$ cat config.mk
export PLATFORM = sky130hd
export DESIGN_NAME = engine_rpm_meter_core_flat
export DESIGN_NICKNAME = d
export VERILOG_FILES = /design/src/design/erm_pkg.sv /design/src/design/erm_in_if.sv /design/src/design/erm_out_if.sv /design/src/design/erm_ctrl.sv /design/src/design/erm_dp.sv /design/src/design/engine_rpm_meter_core.sv /design/src/flat_wrapper.sv
export SDC_FILE = /design/constraint.sdc
export NUM_CORES = 2
export LEC_CHECK = 0
export BUFFER_PORTS_ARGS = -buffer_cell sky130_fd_sc_hd__buf_2
export CAP_MARGIN = 20
export CORE_MARGIN = 1
export CORE_UTILIZATION = 57
export DETAILED_ROUTE_END_ITERATION = 16
export GPL_ROUTABILITY_DRIVEN = 0
export PLACE_DENSITY = 0.75
export SETUP_SLACK_MARGIN = 0.5
export SKIP_LAST_GASP = 1
export SLEW_MARGIN = 30
export SYNTH_ARGS = -nofsm -noshare
export SYNTH_HDL_FRONTEND = slang
export SYNTH_SLANG_ARGS = --single-unit
$ cat constraint.sdc
create_clock -name clk -period 6.5 [get_ports clk]
set_input_delay 0.975 -clock clk [delete_from_list [all_inputs] [get_ports clk]]
set_output_delay 0.975 -clock clk [all_outputs]
set_load 0.03 [all_outputs]
$ cat src/design/erm_pkg.sv
// erm_pkg: shared constants, codes and types for the engine RPM meter.
// Used by the channel interfaces, controller, datapath and top level.
// No dependencies.
package erm_pkg;

  // Averaging ring
  localparam int AVG_DEPTH = 25;
  localparam int IDX_W     = $clog2(AVG_DEPTH);

  // Field widths
  localparam int MODE_W    = 2;
  localparam int PERIOD_W  = 32;
  localparam int RPM_W     = 16;
  localparam int FREQ_W    = 28;
  localparam int CLK_W     = 28;
  localparam int PRESC_W   = 16;
  localparam int HYST_W    = 16;
  localparam int TIMEOUT_W = 16;
  localparam int TREND_W   = 2;

  // Configuration port
  localparam int CFG_IDX_W  = 2;
  localparam int CFG_DATA_W = 28;

  // RPM conversion and saturation
  localparam int RPM_MAX      = 65535;
  localparam int RPM_PER_HZ   = 60;
  localparam int RPM_SAT_FREQ = RPM_MAX / RPM_PER_HZ;
  localparam int SAT_W        = $clog2(RPM_SAT_FREQ + 1);
  localparam int SUM_W        = $clog2(AVG_DEPTH * RPM_MAX + 1);

  // Ring average by reciprocal multiply: (sum * ceil(2^s / depth)) >> s,
  // exact for every ring sum since 2^s >= depth * 2^SUM_W
  localparam int AVG_SHIFT  = SUM_W + IDX_W;
  localparam int AVG_RECIP  = (2**AVG_SHIFT + AVG_DEPTH - 1) / AVG_DEPTH;
  localparam int RECIP_W    = $clog2(AVG_RECIP + 1);
  localparam int AVG_PROD_W = SUM_W + RECIP_W;

  // Shared serial divider
  localparam int DIV_W     = 32;
  localparam int DIV_CNT_W = 6;

  // Item mode codes
  localparam logic [MODE_W-1:0] MODE_CAPTURE = 2'd0;
  localparam logic [MODE_W-1:0] MODE_TICK    = 2'd1;
  localparam logic [MODE_W-1:0] MODE_TREND   = 2'd2;

  // Trend codes
  localparam logic [TREND_W-1:0] TREND_CONST = 2'd0;
  localparam logic [TREND_W-1:0] TREND_UP    = 2'd1;
  localparam logic [TREND_W-1:0] TREND_DOWN  = 2'd2;

  // Configuration register indexes
  localparam logic [CFG_IDX_W-1:0] CFG_CORE_CLOCK = 2'd0;
  localparam logic [CFG_IDX_W-1:0] CFG_PRESCALER  = 2'd1;
  localparam logic [CFG_IDX_W-1:0] CFG_HYSTERESIS = 2'd2;
  localparam logic [CFG_IDX_W-1:0] CFG_TIMEOUT    = 2'd3;

  // Configuration reset values
  localparam logic [CLK_W-1:0]     CLOCK_RESET   = CLK_W'(72000000);
  localparam logic [PRESC_W-1:0]   PRESC_RESET   = '0;
  localparam logic [HYST_W-1:0]    HYST_RESET    = HYST_W'(250);
  localparam logic [TIMEOUT_W-1:0] TIMEOUT_RESET = TIMEOUT_W'(1000);

  // Controller states
  typedef enum logic [2:0] {
    ST_IDLE,
    ST_DECODE,
    ST_SCALE,
    ST_FREQ,
    ST_PUSH,
    ST_AVG,
    ST_DONE
  } state_t;

  // Divider operand select
  typedef enum logic [1:0] {
    DIV_SCALE,
    DIV_FREQ
  } div_sel_t;

  // Controller to datapath
  typedef struct packed {
    logic     accept;
    logic     div_start;
    div_sel_t div_sel;
    logic     push;
    logic     tick;
    logic     trend;
    logic     avg_load;
    logic     emit;
  } cmd_t;

  // Datapath to controller
  typedef struct packed {
    logic [MODE_W-1:0] mode;
    logic              period_zero;
    logic              div_busy;
    logic              out_free;
  } status_t;

endpackage

$ cat src/design/erm_in_if.sv
// erm_in_if: input item channel (valid/ready plus mode and captured period).
// Depends on erm_pkg.
interface erm_in_if;
  logic                          valid;
  logic                          ready;
  logic [erm_pkg::MODE_W-1:0]    mode;
  logic [erm_pkg::PERIOD_W-1:0]  capture_period;

  modport source (output valid, mode, capture_period, input ready);
  modport sink   (input valid, mode, capture_period, output ready);
endinterface

$ cat src/design/erm_out_if.sv
// erm_out_if: result item channel (valid/ready plus the reported fields).
// Depends on erm_pkg.
interface erm_out_if;
  logic                         valid;
  logic                         ready;
  logic [erm_pkg::RPM_W-1:0]    average_rpm;
  logic [erm_pkg::FREQ_W-1:0]   frequency_hz;
  logic                         engine_running;
  logic [erm_pkg::TREND_W-1:0]  rpm_trend;

  modport source (output valid, average_rpm, frequency_hz, engine_running, rpm_trend,
                  input ready);
  modport sink   (input valid, average_rpm, frequency_hz, engine_running, rpm_trend,
                  output ready);
endinterface

$ cat src/design/erm_ctrl.sv
// erm_ctrl: sequencing state machine for the engine RPM meter.
// Depends on erm_pkg; drives the datapath through cmd_t, reads status_t.
module erm_ctrl (
  input  logic             clk,
  input  logic             rst,
  input  logic             in_valid,
  output logic             in_ready,
  input  erm_pkg::status_t status,
  output erm_pkg::cmd_t    cmd
);

  erm_pkg::state_t state, state_next;

  // State register
  always_ff @(posedge clk) begin
    if (rst) begin
      state <= erm_pkg::ST_IDLE;
    end else begin
      state <= state_next;
    end
  end

  // Next state and commands
  always_comb begin
    state_next    = state;
    cmd           = '0;
    cmd.div_sel   = erm_pkg::DIV_SCALE;
    in_ready      = 1'b0;
    unique case (state)
      erm_pkg::ST_IDLE: begin
        in_ready = 1'b1;
        if (in_valid) begin
          cmd.accept = 1'b1;
          state_next = erm_pkg::ST_DECODE;
        end
      end
      erm_pkg::ST_DECODE: begin
        case (status.mode)
          erm_pkg::MODE_CAPTURE: begin
            if (status.period_zero) begin
              state_next = erm_pkg::ST_PUSH;
            end else begin
              cmd.div_start = 1'b1;
              cmd.div_sel   = erm_pkg::DIV_SCALE;
              state_next    = erm_pkg::ST_SCALE;
            end
          end
          erm_pkg::MODE_TICK: begin
            cmd.tick   = 1'b1;
            state_next = erm_pkg::ST_DONE;
          end
          erm_pkg::MODE_TREND: begin
            cmd.trend  = 1'b1;
            state_next = erm_pkg::ST_DONE;
          end
          default: begin
            state_next = erm_pkg::ST_DONE;
          end
        endcase
      end
      // clock / (prescaler + 1)
      erm_pkg::ST_SCALE: begin
        if (!status.div_busy) begin
          cmd.div_start = 1'b1;
          cmd.div_sel   = erm_pkg::DIV_FREQ;
          state_next    = erm_pkg::ST_FREQ;
        end
      end
      // scaled clock / period
      erm_pkg::ST_FREQ: begin
        if (!status.div_busy) begin
          state_next = erm_pkg::ST_PUSH;
        end
      end
      erm_pkg::ST_PUSH: begin
        cmd.push   = 1'b1;
        state_next = erm_pkg::ST_AVG;
      end
      // ring sum / depth by reciprocal multiply
      erm_pkg::ST_AVG: begin
        cmd.avg_load = 1'b1;
        state_next   = erm_pkg::ST_DONE;
      end
      erm_pkg::ST_DONE: begin
        if (status.out_free) begin
          cmd.emit   = 1'b1;
          state_next = erm_pkg::ST_IDLE;
        end
      end
      default: begin
        state_next = erm_pkg::ST_IDLE;
      end
    endcase
  end

endmodule

$ cat src/design/erm_dp.sv
// erm_dp: datapath of the engine RPM meter: config registers, serial divider,
// averaging ring, running countdown, trend logic and result register.
// Depends on erm_pkg; driven by erm_ctrl.
module erm_dp (
  input  logic                             clk,
  input  logic                             rst,
  // configuration
  input  logic                             cfg_we,
  input  logic [erm_pkg::CFG_IDX_W-1:0]    cfg_index,
  input  logic [erm_pkg::CFG_DATA_W-1:0]   cfg_data,
  // input item payload
  input  logic [erm_pkg::MODE_W-1:0]       in_mode,
  input  logic [erm_pkg::PERIOD_W-1:0]     in_period,
  // result item
  output logic                             out_valid,
  input  logic                             out_ready,
  output logic [erm_pkg::RPM_W-1:0]        out_average_rpm,
  output logic [erm_pkg::FREQ_W-1:0]       out_frequency_hz,
  output logic                             out_engine_running,
  output logic [erm_pkg::TREND_W-1:0]      out_rpm_trend,
  // control
  input  erm_pkg::cmd_t                    cmd,
  output erm_pkg::status_t                 status
);

  // Configuration registers
  logic [erm_pkg::CLK_W-1:0]     core_clock_hz;
  logic [erm_pkg::PRESC_W-1:0]   timer_prescaler;
  logic [erm_pkg::HYST_W-1:0]    trend_hysteresis;
  logic [erm_pkg::TIMEOUT_W-1:0] running_timeout;

  // Latched item
  logic [erm_pkg::MODE_W-1:0]    item_mode;
  logic [erm_pkg::PERIOD_W-1:0]  item_period;

  // Meter state
  logic [erm_pkg::RPM_W-1:0]     ring [erm_pkg::AVG_DEPTH];
  logic [erm_pkg::IDX_W-1:0]     ring_write_index;
  logic [erm_pkg::SUM_W-1:0]     ring_sum;
  logic [erm_pkg::RPM_W-1:0]     average_rpm;
  logic [erm_pkg::FREQ_W-1:0]    last_frequency;
  logic [erm_pkg::TIMEOUT_W-1:0] timeout_countdown;
  logic                          running_flag;
  logic [erm_pkg::RPM_W-1:0]     reference_rpm;
  logic [erm_pkg::TREND_W-1:0]   trend_code;

  // Divider registers
  logic [erm_pkg::DIV_W-1:0]     div_rem;
  logic [erm_pkg::DIV_W-1:0]     div_quo;
  logic [erm_pkg::DIV_W-1:0]     div_den;
  logic [erm_pkg::DIV_CNT_W-1:0] div_cnt;

  logic [erm_pkg::DIV_W:0]       div_shift;
  logic [erm_pkg::DIV_W:0]       div_trial;
  logic [erm_pkg::DIV_W-1:0]     div_dividend;
  logic [erm_pkg::DIV_W-1:0]     div_divisor;
  logic [erm_pkg::DIV_CNT_W-1:0] div_steps;

  logic [erm_pkg::FREQ_W-1:0]    freq_new;
  logic [erm_pkg::RPM_W-1:0]     rpm_new;
  logic [erm_pkg::SUM_W-1:0]     sum_next;
  logic [erm_pkg::IDX_W-1:0]     index_next;
  logic [erm_pkg::AVG_PROD_W-1:0] avg_prod;

  logic signed [erm_pkg::RPM_W+1:0] diff_up;
  logic signed [erm_pkg::RPM_W+1:0] diff_down;
  logic signed [erm_pkg::RPM_W+1:0] hyst_s;

  // Status
  assign status.mode        = item_mode;
  assign status.period_zero = (item_period == '0);
  assign status.div_busy    = (div_cnt != '0);
  assign status.out_free    = !out_valid || out_ready;

  // Configuration writes
  always_ff @(posedge clk) begin
    if (rst) begin
      core_clock_hz    <= erm_pkg::CLOCK_RESET;
      timer_prescaler  <= erm_pkg::PRESC_RESET;
      trend_hysteresis <= erm_pkg::HYST_RESET;
      running_timeout  <= erm_pkg::TIMEOUT_RESET;
    end else if (cfg_we) begin
      unique case (cfg_index)
        erm_pkg::CFG_CORE_CLOCK: core_clock_hz    <= cfg_data[erm_pkg::CLK_W-1:0];
        erm_pkg::CFG_PRESCALER:  timer_prescaler  <= cfg_data[erm_pkg::PRESC_W-1:0];
        erm_pkg::CFG_HYSTERESIS: trend_hysteresis <= cfg_data[erm_pkg::HYST_W-1:0];
        erm_pkg::CFG_TIMEOUT:    running_timeout  <= cfg_data[erm_pkg::TIMEOUT_W-1:0];
        default: ;
      endcase
    end
  end

  // Item latch
  always_ff @(posedge clk) begin
    if (cmd.accept) begin
      item_mode   <= in_mode;
      item_period <= in_period;
    end
  end

  // Divider operand select
  always_comb begin
    case (cmd.div_sel)
      erm_pkg::DIV_SCALE: begin
        div_dividend = {core_clock_hz, {(erm_pkg::DIV_W - erm_pkg::CLK_W){1'b0}}};
        div_divisor  = erm_pkg::DIV_W'({1'b0, timer_prescaler}) + erm_pkg::DIV_W'(1);
        div_steps    = erm_pkg::DIV_CNT_W'(erm_pkg::CLK_W);
      end
      erm_pkg::DIV_FREQ: begin
        div_dividend = {div_quo[erm_pkg::FREQ_W-1:0],
                        {(erm_pkg::DIV_W - erm_pkg::FREQ_W){1'b0}}};
        div_divisor  = item_period;
        div_steps    = erm_pkg::DIV_CNT_W'(erm_pkg::FREQ_W);
      end
      default: begin
        div_dividend = '0;
        div_divisor  = erm_pkg::DIV_W'(1);
        div_steps    = '0;
      end
    endcase
  end

  // Restoring divider, one quotient bit per cycle; dividend is left-aligned in div_quo
  assign div_shift = {div_rem, div_quo[erm_pkg::DIV_W-1]};
  assign div_trial = div_shift - {1'b0, div_den};

  always_ff @(posedge clk) begin
    if (rst) begin
      div_cnt <= '0;
    end else if (cmd.div_start) begin
      div_rem <= '0;
      div_quo <= div_dividend;
      div_den <= div_divisor;
      div_cnt <= div_steps;
    end else if (div_cnt != '0) begin
      div_cnt <= div_cnt - 1'b1;
      if (!div_trial[erm_pkg::DIV_W]) begin
        div_rem <= div_trial[erm_pkg::DIV_W-1:0];
        div_quo <= {div_quo[erm_pkg::DIV_W-2:0], 1'b1};
      end else begin
        div_rem <= div_shift[erm_pkg::DIV_W-1:0];
        div_quo <= {div_quo[erm_pkg::DIV_W-2:0], 1'b0};
      end
    end
  end

  // Frequency to saturated RPM, ring update
  assign freq_new = status.period_zero ? '0 : div_quo[erm_pkg::FREQ_W-1:0];
  assign rpm_new  = (freq_new > erm_pkg::FREQ_W'(erm_pkg::RPM_SAT_FREQ))
                  ? erm_pkg::RPM_W'(erm_pkg::RPM_MAX)
                  : erm_pkg::RPM_W'(freq_new[erm_pkg::SAT_W-1:0]
                                    * erm_pkg::RPM_W'(erm_pkg::RPM_PER_HZ));
  assign sum_next = ring_sum - erm_pkg::SUM_W'(ring[ring_write_index])
                  + erm_pkg::SUM_W'(rpm_new);
  assign index_next = (ring_write_index == erm_pkg::IDX_W'(erm_pkg::AVG_DEPTH - 1))
                    ? '0 : ring_write_index + 1'b1;

  // Ring average: sum times the scaled reciprocal of the depth
  assign avg_prod = erm_pkg::AVG_PROD_W'(ring_sum)
                  * erm_pkg::AVG_PROD_W'(erm_pkg::AVG_RECIP);

  // Signed differences for the hysteresis compare
  assign diff_up   = $signed({2'b00, average_rpm}) - $signed({2'b00, reference_rpm});
  assign diff_down = $signed({2'b00, reference_rpm}) - $signed({2'b00, average_rpm});
  assign hyst_s    = $signed({2'b00, trend_hysteresis});

  // Meter state
  always_ff @(posedge clk) begin
    if (rst) begin
      for (int i = 0; i < erm_pkg::AVG_DEPTH; i++) begin
        ring[i] <= '0;
      end
      ring_write_index  <= '0;
      ring_sum          <= '0;
      average_rpm       <= '0;
      last_frequency    <= '0;
      timeout_countdown <= '0;
      running_flag      <= 1'b0;
      reference_rpm     <= '0;
      trend_code        <= erm_pkg::TREND_CONST;
    end else begin
      // capture: store frequency and RPM, advance index, reload countdown
      if (cmd.push) begin
        last_frequency         <= freq_new;
        ring[ring_write_index] <= rpm_new;
        ring_sum               <= sum_next;
        ring_write_index       <= index_next;
        timeout_countdown      <= running_timeout;
      end
      if (cmd.avg_load) begin
        average_rpm <= avg_prod[erm_pkg::AVG_SHIFT +: erm_pkg::RPM_W];
      end
      // tick: count down, or stop and clear the ring
      if (cmd.tick) begin
        if (timeout_countdown != '0) begin
          timeout_countdown <= timeout_countdown - 1'b1;
          running_flag      <= 1'b1;
        end else begin
          running_flag <= 1'b0;
          for (int i = 0; i < erm_pkg::AVG_DEPTH; i++) begin
            ring[i] <= '0;
          end
          ring_sum    <= '0;
          average_rpm <= '0;
        end
      end
      // trend check with hysteresis
      if (cmd.trend) begin
        if (diff_up >= hyst_s) begin
          trend_code    <= erm_pkg::TREND_UP;
          reference_rpm <= average_rpm;
        end else if (diff_down >= hyst_s) begin
          trend_code    <= erm_pkg::TREND_DOWN;
          reference_rpm <= average_rpm;
        end else begin
          trend_code <= erm_pkg::TREND_CONST;
        end
      end
    end
  end

  // Result register
  always_ff @(posedge clk) begin
    if (rst) begin
      out_valid <= 1'b0;
    end else if (cmd.emit) begin
      out_valid <= 1'b1;
    end else if (out_ready) begin
      out_valid <= 1'b0;
    end
  end

  always_ff @(posedge clk) begin
    if (cmd.emit) begin
      out_average_rpm    <= average_rpm;
      out_frequency_hz   <= last_frequency;
      out_engine_running <= running_flag;
      out_rpm_trend      <= trend_code;
    end
  end

endmodule

$ cat src/design/engine_rpm_meter_core.sv
// engine_rpm_meter_core: top level, controller plus datapath.
// Depends on erm_pkg, erm_in_if, erm_out_if, erm_ctrl, erm_dp.
// Capture item: accept, decode, the two divisions on the shared serial divider
//   at one bit per cycle (28 + 28 steps), push, average, result; zero period
//   skips the divisions. Tick, trend check and unused mode: accept, decode, result.
// One item at a time; the input opens again in the cycle the result becomes
//   valid, and an item is accepted while a result waits.
// Reset (rst, synchronous) restores register defaults and clears ring and state.
module engine_rpm_meter_core (
  input  logic                            clk,
  input  logic                            rst,
  input  logic                            cfg_we,
  input  logic [erm_pkg::CFG_IDX_W-1:0]   cfg_index,
  input  logic [erm_pkg::CFG_DATA_W-1:0]  cfg_data,
  erm_in_if.sink                          item_in,
  erm_out_if.source                       result_out
);

  erm_pkg::cmd_t    cmd;
  erm_pkg::status_t status;

  erm_ctrl u_ctrl (
    .clk      (clk),
    .rst      (rst),
    .in_valid (item_in.valid),
    .in_ready (item_in.ready),
    .status   (status),
    .cmd      (cmd)
  );

  erm_dp u_dp (
    .clk                (clk),
    .rst                (rst),
    .cfg_we             (cfg_we),
    .cfg_index          (cfg_index),
    .cfg_data           (cfg_data),
    .in_mode            (item_in.mode),
    .in_period          (item_in.capture_period),
    .out_valid          (result_out.valid),
    .out_ready          (result_out.ready),
    .out_average_rpm    (result_out.average_rpm),
    .out_frequency_hz   (result_out.frequency_hz),
    .out_engine_running (result_out.engine_running),
    .out_rpm_trend      (result_out.rpm_trend),
    .cmd                (cmd),
    .status             (status)
  );

endmodule

$ cat src/flat_wrapper.sv
// flat-port wrapper written by rule: the top's interface ports become plain ports
module engine_rpm_meter_core_flat 
  (clk, rst, cfg_we, cfg_index, cfg_data, item_in_valid, item_in_mode, item_in_capture_period, item_in_ready, result_out_valid, result_out_average_rpm, result_out_frequency_hz, result_out_engine_running, result_out_rpm_trend, result_out_ready);
  erm_in_if item_in_i ();
  erm_out_if result_out_i ();
  input  logic clk;
  input  logic rst;
  input  logic cfg_we;
  input  logic [erm_pkg::CFG_IDX_W-1:0] cfg_index;
  input  logic [erm_pkg::CFG_DATA_W-1:0] cfg_data;
  input wire logic [$bits(item_in_i.valid)-1:0] item_in_valid;
  input wire logic [$bits(item_in_i.mode)-1:0] item_in_mode;
  input wire logic [$bits(item_in_i.capture_period)-1:0] item_in_capture_period;
  output wire logic [$bits(item_in_i.ready)-1:0] item_in_ready;
  output wire logic [$bits(result_out_i.valid)-1:0] result_out_valid;
  output wire logic [$bits(result_out_i.average_rpm)-1:0] result_out_average_rpm;
  output wire logic [$bits(result_out_i.frequency_hz)-1:0] result_out_frequency_hz;
  output wire logic [$bits(result_out_i.engine_running)-1:0] result_out_engine_running;
  output wire logic [$bits(result_out_i.rpm_trend)-1:0] result_out_rpm_trend;
  input wire logic [$bits(result_out_i.ready)-1:0] result_out_ready;
  assign item_in_i.valid = item_in_valid;
  assign item_in_i.mode = item_in_mode;
  assign item_in_i.capture_period = item_in_capture_period;
  assign item_in_ready = item_in_i.ready;
  assign result_out_valid = result_out_i.valid;
  assign result_out_average_rpm = result_out_i.average_rpm;
  assign result_out_frequency_hz = result_out_i.frequency_hz;
  assign result_out_engine_running = result_out_i.engine_running;
  assign result_out_rpm_trend = result_out_i.rpm_trend;
  assign result_out_i.ready = result_out_ready;
  engine_rpm_meter_core u_core (.clk(clk), .rst(rst), .cfg_we(cfg_we), .cfg_index(cfg_index), .cfg_data(cfg_data), .item_in(item_in_i), .result_out(result_out_i));
endmodule
; ---- Yosys cells after proc, flatten, opt, wreduce, memory -nomap -nowiden
; Memories as Yosys holds them, arrays and structs flattened. A register that Yosys moved wholly into a read port is not among the register bits.
; Cells that the tools add are included.
[totals]
reg_bits = 368
mem_bits_rw = 400
in_bits = 69
out_inout_bits = 49
wordCells = 193
mem_count = 1
[memory_table]
columns = name, depth, width, read_ports, rd_ports_with_merged_regs, write_ports, line
row1 = u_core.u_dp.ring, 25, 16, 1, 1, 25, erm_dp.sv:37  ; logic [erm_pkg::RPM_W-1:0] ring [erm_pkg::AVG_DEPTH];
[classes]
n_addsub = 9
n_mul = 2
n_lt_le_gt_ge = 3
n_eq_ne = 17
n_mux = 89
bitwise = 26
n_reduce_logical = 22
[op_table]
columns = op, count
row1 = 16-bit two-way mux, 35
row2 = 32-bit two-way mux, 4
row3 = 32-bit case mux with 2 select lines, 2
row4 = 21-bit two-way mux, 3
row5 = "21-bit by 22-bit multiplier with 42-bit output, second input constant", 1
row6 = 17-bit >= comparator, 2
row7 = 16-bit by 16-bit subtractor with 17-bit output, 2
row8 = 33-bit by 32-bit subtractor with 33-bit output, 1
row9 = 32-bit zero test, 1
row10 = "28-bit by 11-bit > comparator with 1-bit output, second input constant", 1
row11 = 28-bit two-way mux, 1
row12 = 3-bit two-way mux, 9
row13 = 5-bit two-way mux, 5
row14 = 1-bit bitwise OR, 25
row15 = 1-bit two-way mux, 23
row16 = 21-bit by 16-bit adder with 21-bit output, 1
row17 = 3-bit case mux with 7 select lines, 1
row18 = 21-bit by 16-bit subtractor with 21-bit output, 1
row19 = "16-bit by 1-bit adder with 17-bit output, second input constant", 1
row20 = 16-bit nonzero test, 1
row21 = 16-bit OR reduction, 1
row22 = "16-bit by 1-bit subtractor with 16-bit output, second input constant", 1
row23 = "11-bit by 4-bit multiplier with 14-bit output, second input constant", 1
row24 = 2-bit AND reduction, 7
row25 = other kinds (22), 38

; ---- Longest topological paths before layout
[logic_depth]
word_depth = 8
ltp_mapped = 33
ltp_nobuf = 29

; ---- Modules after synthesis
; A second synthesis with hierarchy kept.
[hier_totals]
cells_unflattened = 4290
area_unflattened_um2 = 49247.2
[modules_own_cells]
columns = mod, instances, cells_per_inst, area_each_um2, seq_area_each_um2
row1 = erm_dp, 1, 4246, 48943.2, 23592.6
row2 = erm_ctrl, 1, 44, 304.0, 60.1

; ---- Least setup slack after synthesis
; OpenSTA, ideal clock, no wires.
[synth_path]
path_kind = reg2reg
start = reg u_core.u_dp.item_period[6] in the netlist's numbering
end = reg u_core.u_dp.ring_sum[20] in the netlist's numbering
setup_ps = 70
arrival_ps = 6526
required_ps = 6430
path_slack_ps = -96
path_stages_with_launch = 32
path_buffers = 3
period_less_slack_ps = 6596
cell_sequence = edfxtp_1 nor4_1 nand4_1 or2_1 clkbuf_1 buf_1 nand2_1 fa_1 inv_1 fa_1 ha_1 a21o_1 a21oi_1 o21ai_0 a21oi_1 o21ai_0 a41o_1 o41ai_1 xnor2_1 nor2_4 buf_2 inv_1 fa_1 ha_1 a21oi_1 o21bai_1 a21oi_1 nor2_1 a211oi_1 xnor2_1 nand2_1 a21oi_1
[synth_via]
elab_chain_len = 8
elab_cells_between_ends = 9
cone_classes = add/sub (1) / mul (1) / order compare (1) / mux (5) / reduce/logical (1)
[synth_lines]
columns = item, line
row1 = from (decl), erm_dp.sv:34  ; logic [erm_pkg::PERIOD_W-1:0] item_period;
row2 = from (signal assigned), erm_dp.sv:97  ; item_period <= in_period;
row3 = 32-bit zero test (*), erm_dp.sv:71  ; assign status.period_zero = (item_period == '0);
row4 = 28-bit two-way mux (*), erm_dp.sv:148  ; assign freq_new = status.period_zero ? '0 : div_quo[erm_pkg::FREQ_W-1:0];
row5 = 11-bit by 4-bit multiplier with 14-bit output / 28-bit by 11-bit > comparator with 1-bit output (equally long branches), "erm_dp.sv:152, erm_dp.sv:149"
row6 = 16-bit two-way mux (*), erm_dp.sv:150  ; ? erm_pkg::RPM_W'(erm_pkg::RPM_MAX)
row7 = "named net u_core.u_dp.rpm_new, one bit", erm_dp.sv:60  ; logic [erm_pkg::RPM_W-1:0] rpm_new;
row8 = 21-bit by 16-bit adder with 21-bit output (*), erm_dp.sv:154  ; + erm_pkg::SUM_W'(rpm_new);
row9 = 21-bit two-way mux (*), erm_dp.sv:183  ; if (cmd.push) begin
row10 = 21-bit two-way mux, erm_dp.sv:195  ; if (timeout_countdown != '0) begin
row11 = 21-bit two-way mux (*), erm_dp.sv:194  ; if (cmd.tick) begin
row12 = to (signal assigned), erm_dp.sv:186  ; ring_sum <= sum_next;
row13 = to (decl), erm_dp.sv:39  ; logic [erm_pkg::SUM_W-1:0] ring_sum;
; Mark *: on every way through the listed nets, which the timed path passes. The rest lies on a longest branch.
; A chain may end at the register's enable or synchronous reset.

; ---- Final worst setup path
[layout_path]
start = reg u_core.u_dp.ring_sum[8] in the netlist's numbering
end = reg u_core.u_dp.average_rpm[13] in the netlist's numbering
[layout_via]
elab_chain_len = 4
[layout_lines]
columns = item, line
row1 = 21-bit by 22-bit multiplier with 42-bit output (*), erm_dp.sv:160  ; * erm_pkg::AVG_PROD_W'(erm_pkg::AVG_RECIP);
row2 = 16-bit two-way mux (*), erm_dp.sv:190  ; if (cmd.avg_load) begin
row3 = 16-bit two-way mux, erm_dp.sv:195
row4 = 16-bit two-way mux (*), erm_dp.sv:194
row5 = to (signal assigned), erm_dp.sv:191  ; average_rpm <= avg_prod[erm_pkg::AVG_SHIFT +: erm_pkg::RPM_W];
row6 = to (decl), erm_dp.sv:40  ; logic [erm_pkg::RPM_W-1:0] average_rpm;
; Mark *: on every way between the ends. The rest lies on a longest branch, timed or not.

==> reports/qor.csv <==
metric;value;unit
outcome;completed;
wire length per cell;22.6;microns
most frequent cell after synthesis;sky130_fd_sc_hd__edfxtp_1;
area taken by flip-flops and latches;0.0237;sq mm
static power due to leakage;22.9;nW
post-synthesis cell area;0.0485;sq mm
multi-input combinational cell area;0.0230;sq mm
number of different library cells in the post-synthesis netlist;93;
Worst Setup Path Type;reg2reg;
Area contributors post-synth;sky130_fd_sc_hd__edfxtp_1 (41%), sky130_fd_sc_hd__ha_1 (9.0%), sky130_fd_sc_hd__dfxtp_1 (8.1%);
post-route clock period utilization;94.7;%
class of the most critical hold timing path;reg2reg;
peak ir drop on the vdd network;0.437;mV
CP arrival;6710;ps
Max transition margin;33.9;%
Total Routing Usage GR;29.0;%
placeable core region;0.0840;sq mm
post-synthesis share of cell area spent on full adders, half adders and majority gates;17.0;%
max cap viols;0;
Layout Nets;4928;
layer with the highest usage;met2;
hold_sp;u_core.u_dp.last_frequency[8];
met1 track utilization from global routing;37.5;%
instance count after placement with tap cells included;5323;
vias in the first global route;32700;
router iterations before antenna repair;6;
Worst-Skew Late Latency;690;ps
core occupancy in the finished layout;64.5;%
WP data required;7050;ps
CP max FO;7;
startpoint type of the worst setup path;register;
Sink Count;853;
Post-Syn Area per Cell;11.6;sq um
worst reg2reg startpoint;u_core.u_dp.ring_sum[8];
Compound-Gate Fraction of Synth Area;7.28;%
largest net degree at the start of global routing;78;
share of post-route cells with drive strength above 1;16.4;%
overall via count from detail_route;32700;
setup-violating endpoint count in the final report;0;
cell accounting for the most synthesized area;sky130_fd_sc_hd__edfxtp_1;
CTS root buf;sky130_fd_sc_hd__clkbuf_16;
final cell count without fillers;5527;
DIE AREA;0.0862;sq mm
final antenna-violating net count;0;
FFs w/ async S/R, synth;0;%
height of the chip;294;microns
remaining global-route overflow;0;
max-slew violation total from the final report;0;
sum of negative setup slack;0;ps
global-route wire length before repair;189000;microns
area share of the largest cell type after synthesis;40.7;%
Main synth FF type;sky130_fd_sc_hd__edfxtp_1;
drt initial violations;3344;
Fmax achieved;163;MHz
number of CTS-inserted buffers;89;
final critical delay including setup and external delays;6150;ps
detailed-placement wirelength estimate;87100;microns
Global Route met2 Usage;48.5;%
Critical path origin;u_core.u_dp.ring_sum[8];
fraction of synthesized area in multiplexers;8.35;%
Crit. End Element;register;
area growth from synthesis to layout;11.8;%
initial core utilization;57.7;%
drt drc;0;
number of antenna violations at the first check in global routing;4;
xor/xnor share of the synthesized area;2.10;%
I/O Pins;118;
Ys Warns;0;
total number of H-tree levels;3;
Max Root-Sink Buffers;3;
Clock Skews;56.0;ps
measured slew at the worst slew-check pin;988;ps
chip width;294;microns
total wire length;125000;microns
FF+latch count, synth;853;
Site Rows;106;
register clock-pin slew on the reported worst setup and hold paths;60;ps
number of instances in the synthesized netlist;4194;
PD cells;396;mW/mm^2
WHS;431;ps
simple-gate area share of the yosys netlist;11.2;%
number of port buffers;117;
top cells by instance count after synthesis;sky130_fd_sc_hd__edfxtp_1 (657), sky130_fd_sc_hd__nor2_1 (510), sky130_fd_sc_hd__nand2_1 (460);
sequential fraction of the synthesis area;48.8;%
Final Power;21.5;mW
Post-Synthesis Net Count;4806;
clock tree from TritonCTS;yes;
unrepaired setup endpoints after global routing;true;
fill cell instance count of the final layout;6159;
final hold vios;0;
count of flip-flops with a built-in enable after synthesis;657;
Vias/cell;5.92;
GR Util met3;4.55;%
dominant combinational cell family by area after synthesis;adder cells;
==> sequential cells by signal, summed over array words and instances (netlist names), 21 cells and up, named ones only <==
signal,count
u_core.u_dp.div_quo,32
u_core.u_dp.core_clock_hz,28
u_core.u_dp.ring_sum,21
u_core.u_dp.out_frequency_hz,28
u_core.u_dp.div_den,32
u_core.u_dp.item_period,32
u_core.u_dp.last_frequency,28
u_core.u_dp.ring,480
u_core.u_dp.div_rem,32
==> repair_timing <==
item,CTS,global route
cloned,0,0
pin swaps,55,54
gates resized for setup,49,70
hold buffers,0,0
endpoints found under the setup margin,18,26
buffers inserted,18,17
==> power breakdown <==
| part | switching [mW] | total, mW | leakage [nW] | internal [mW] |
|---|---|---|---|---|
| clock network | 2.22 | 5.08 | 1.41 | 2.86 |
| logic | 5.35 | 9.32 | 13.7 | 3.98 |
| registers | 0.420 | 7.08 | 7.74 | 6.66 |
| total | 7.98 | 21.5 | 22.9 | 13.5 |
==> placed cells by master, fill, tap and decap left out, drive strengths merged, types with 10 or more instances in the layout <==
cell type,count
a31oi,13
clkinv,44
dfxtp,196
a21boi,12
a211oi,16
a221oi,13
buf,238
nand2b,18
nand2,460
nand3b,21
nor4,18
nor2b,18
clkbuf,104
nor2,519
edfxtp,657
xnor2,77
o21ai,135
mux2i,49
xor2,39
nor3,32
nand3,68
o21a,20
mux4,150
or2,12
a21o,51
nand4,15
o21bai,13
ha,350
a21oi,228
inv,441
and2,33
and3,10
mux2,16
fa,193
==> cell families (layout without fill, tap and decap cells) <==
family	count (synthesis)	after routing
buffers and inverters	645	842
other	0	2
adders and majority gates	543	543
muxes	215	215
and+or+nand+nor	1253	1253
xor gates and xnor gates	116	116
AOI/OAI and AO/OA	569	569
DFF	853	853
==> final timing paths <==
check,slack [ps],cells past startpoint,to
hold reg to reg,430,0,u_core.u_dp.out_frequency_hz[8]
setup / recovery,350,22,u_core.u_dp.average_rpm[13]
hold / removal,430,0,u_core.u_dp.out_frequency_hz[8]
setup reg to reg,350,22,u_core.u_dp.average_rpm[13]
==> worst max-delay path, cell delays in order (launching register included) <==
cell                       delay [ps]
sky130_fd_sc_hd__dfxtp_4          380
sky130_fd_sc_hd__fa_1             580
sky130_fd_sc_hd__inv_1             80
sky130_fd_sc_hd__fa_1             370
sky130_fd_sc_hd__inv_1             90
sky130_fd_sc_hd__fa_1             420
sky130_fd_sc_hd__inv_1             90
sky130_fd_sc_hd__fa_1             430
sky130_fd_sc_hd__fa_1             540
sky130_fd_sc_hd__inv_1             50
sky130_fd_sc_hd__fa_1             470
sky130_fd_sc_hd__ha_1             300
sky130_fd_sc_hd__ha_1             340
sky130_fd_sc_hd__a211oi_2         230
sky130_fd_sc_hd__o211ai_1         130
sky130_fd_sc_hd__a31oi_2          240
sky130_fd_sc_hd__o21ai_2           90
sky130_fd_sc_hd__a41oi_4          290
sky130_fd_sc_hd__o21ai_4          120
sky130_fd_sc_hd__a221oi_4         310
sky130_fd_sc_hd__o21ai_1          110
sky130_fd_sc_hd__xor2_1           150
sky130_fd_sc_hd__a22o_1           220
==> layer usage <==
layer	vias up	part of all wire (%)
met5	-	0
met4	0	4.6
met3	295	8.0
met2	1561	49
met1	16000	39
li1	14800	-
==> metrics by stage <==
step	setup WS, ps	area (sq um)
final	346	54200
after global routing	158	54200
after CTS	327	53700
after detailed placement	28.7	50500
after global placement	135	50500
after floorplan	489	48700
==> final cells by class <==
type	instances	share of cell area, %
Clock buffer	104	4.29
Inverter	438	3.07
Antenna cell	2	0.00924
Timing Repair Buffer	238	2.84
Tap cell	1134	2.62
Clock inverter	62	1.09
Sequential cell	853	43.7
Multi-Input combinational cell	2696	42.4
(Power assumes the default switching activity.)
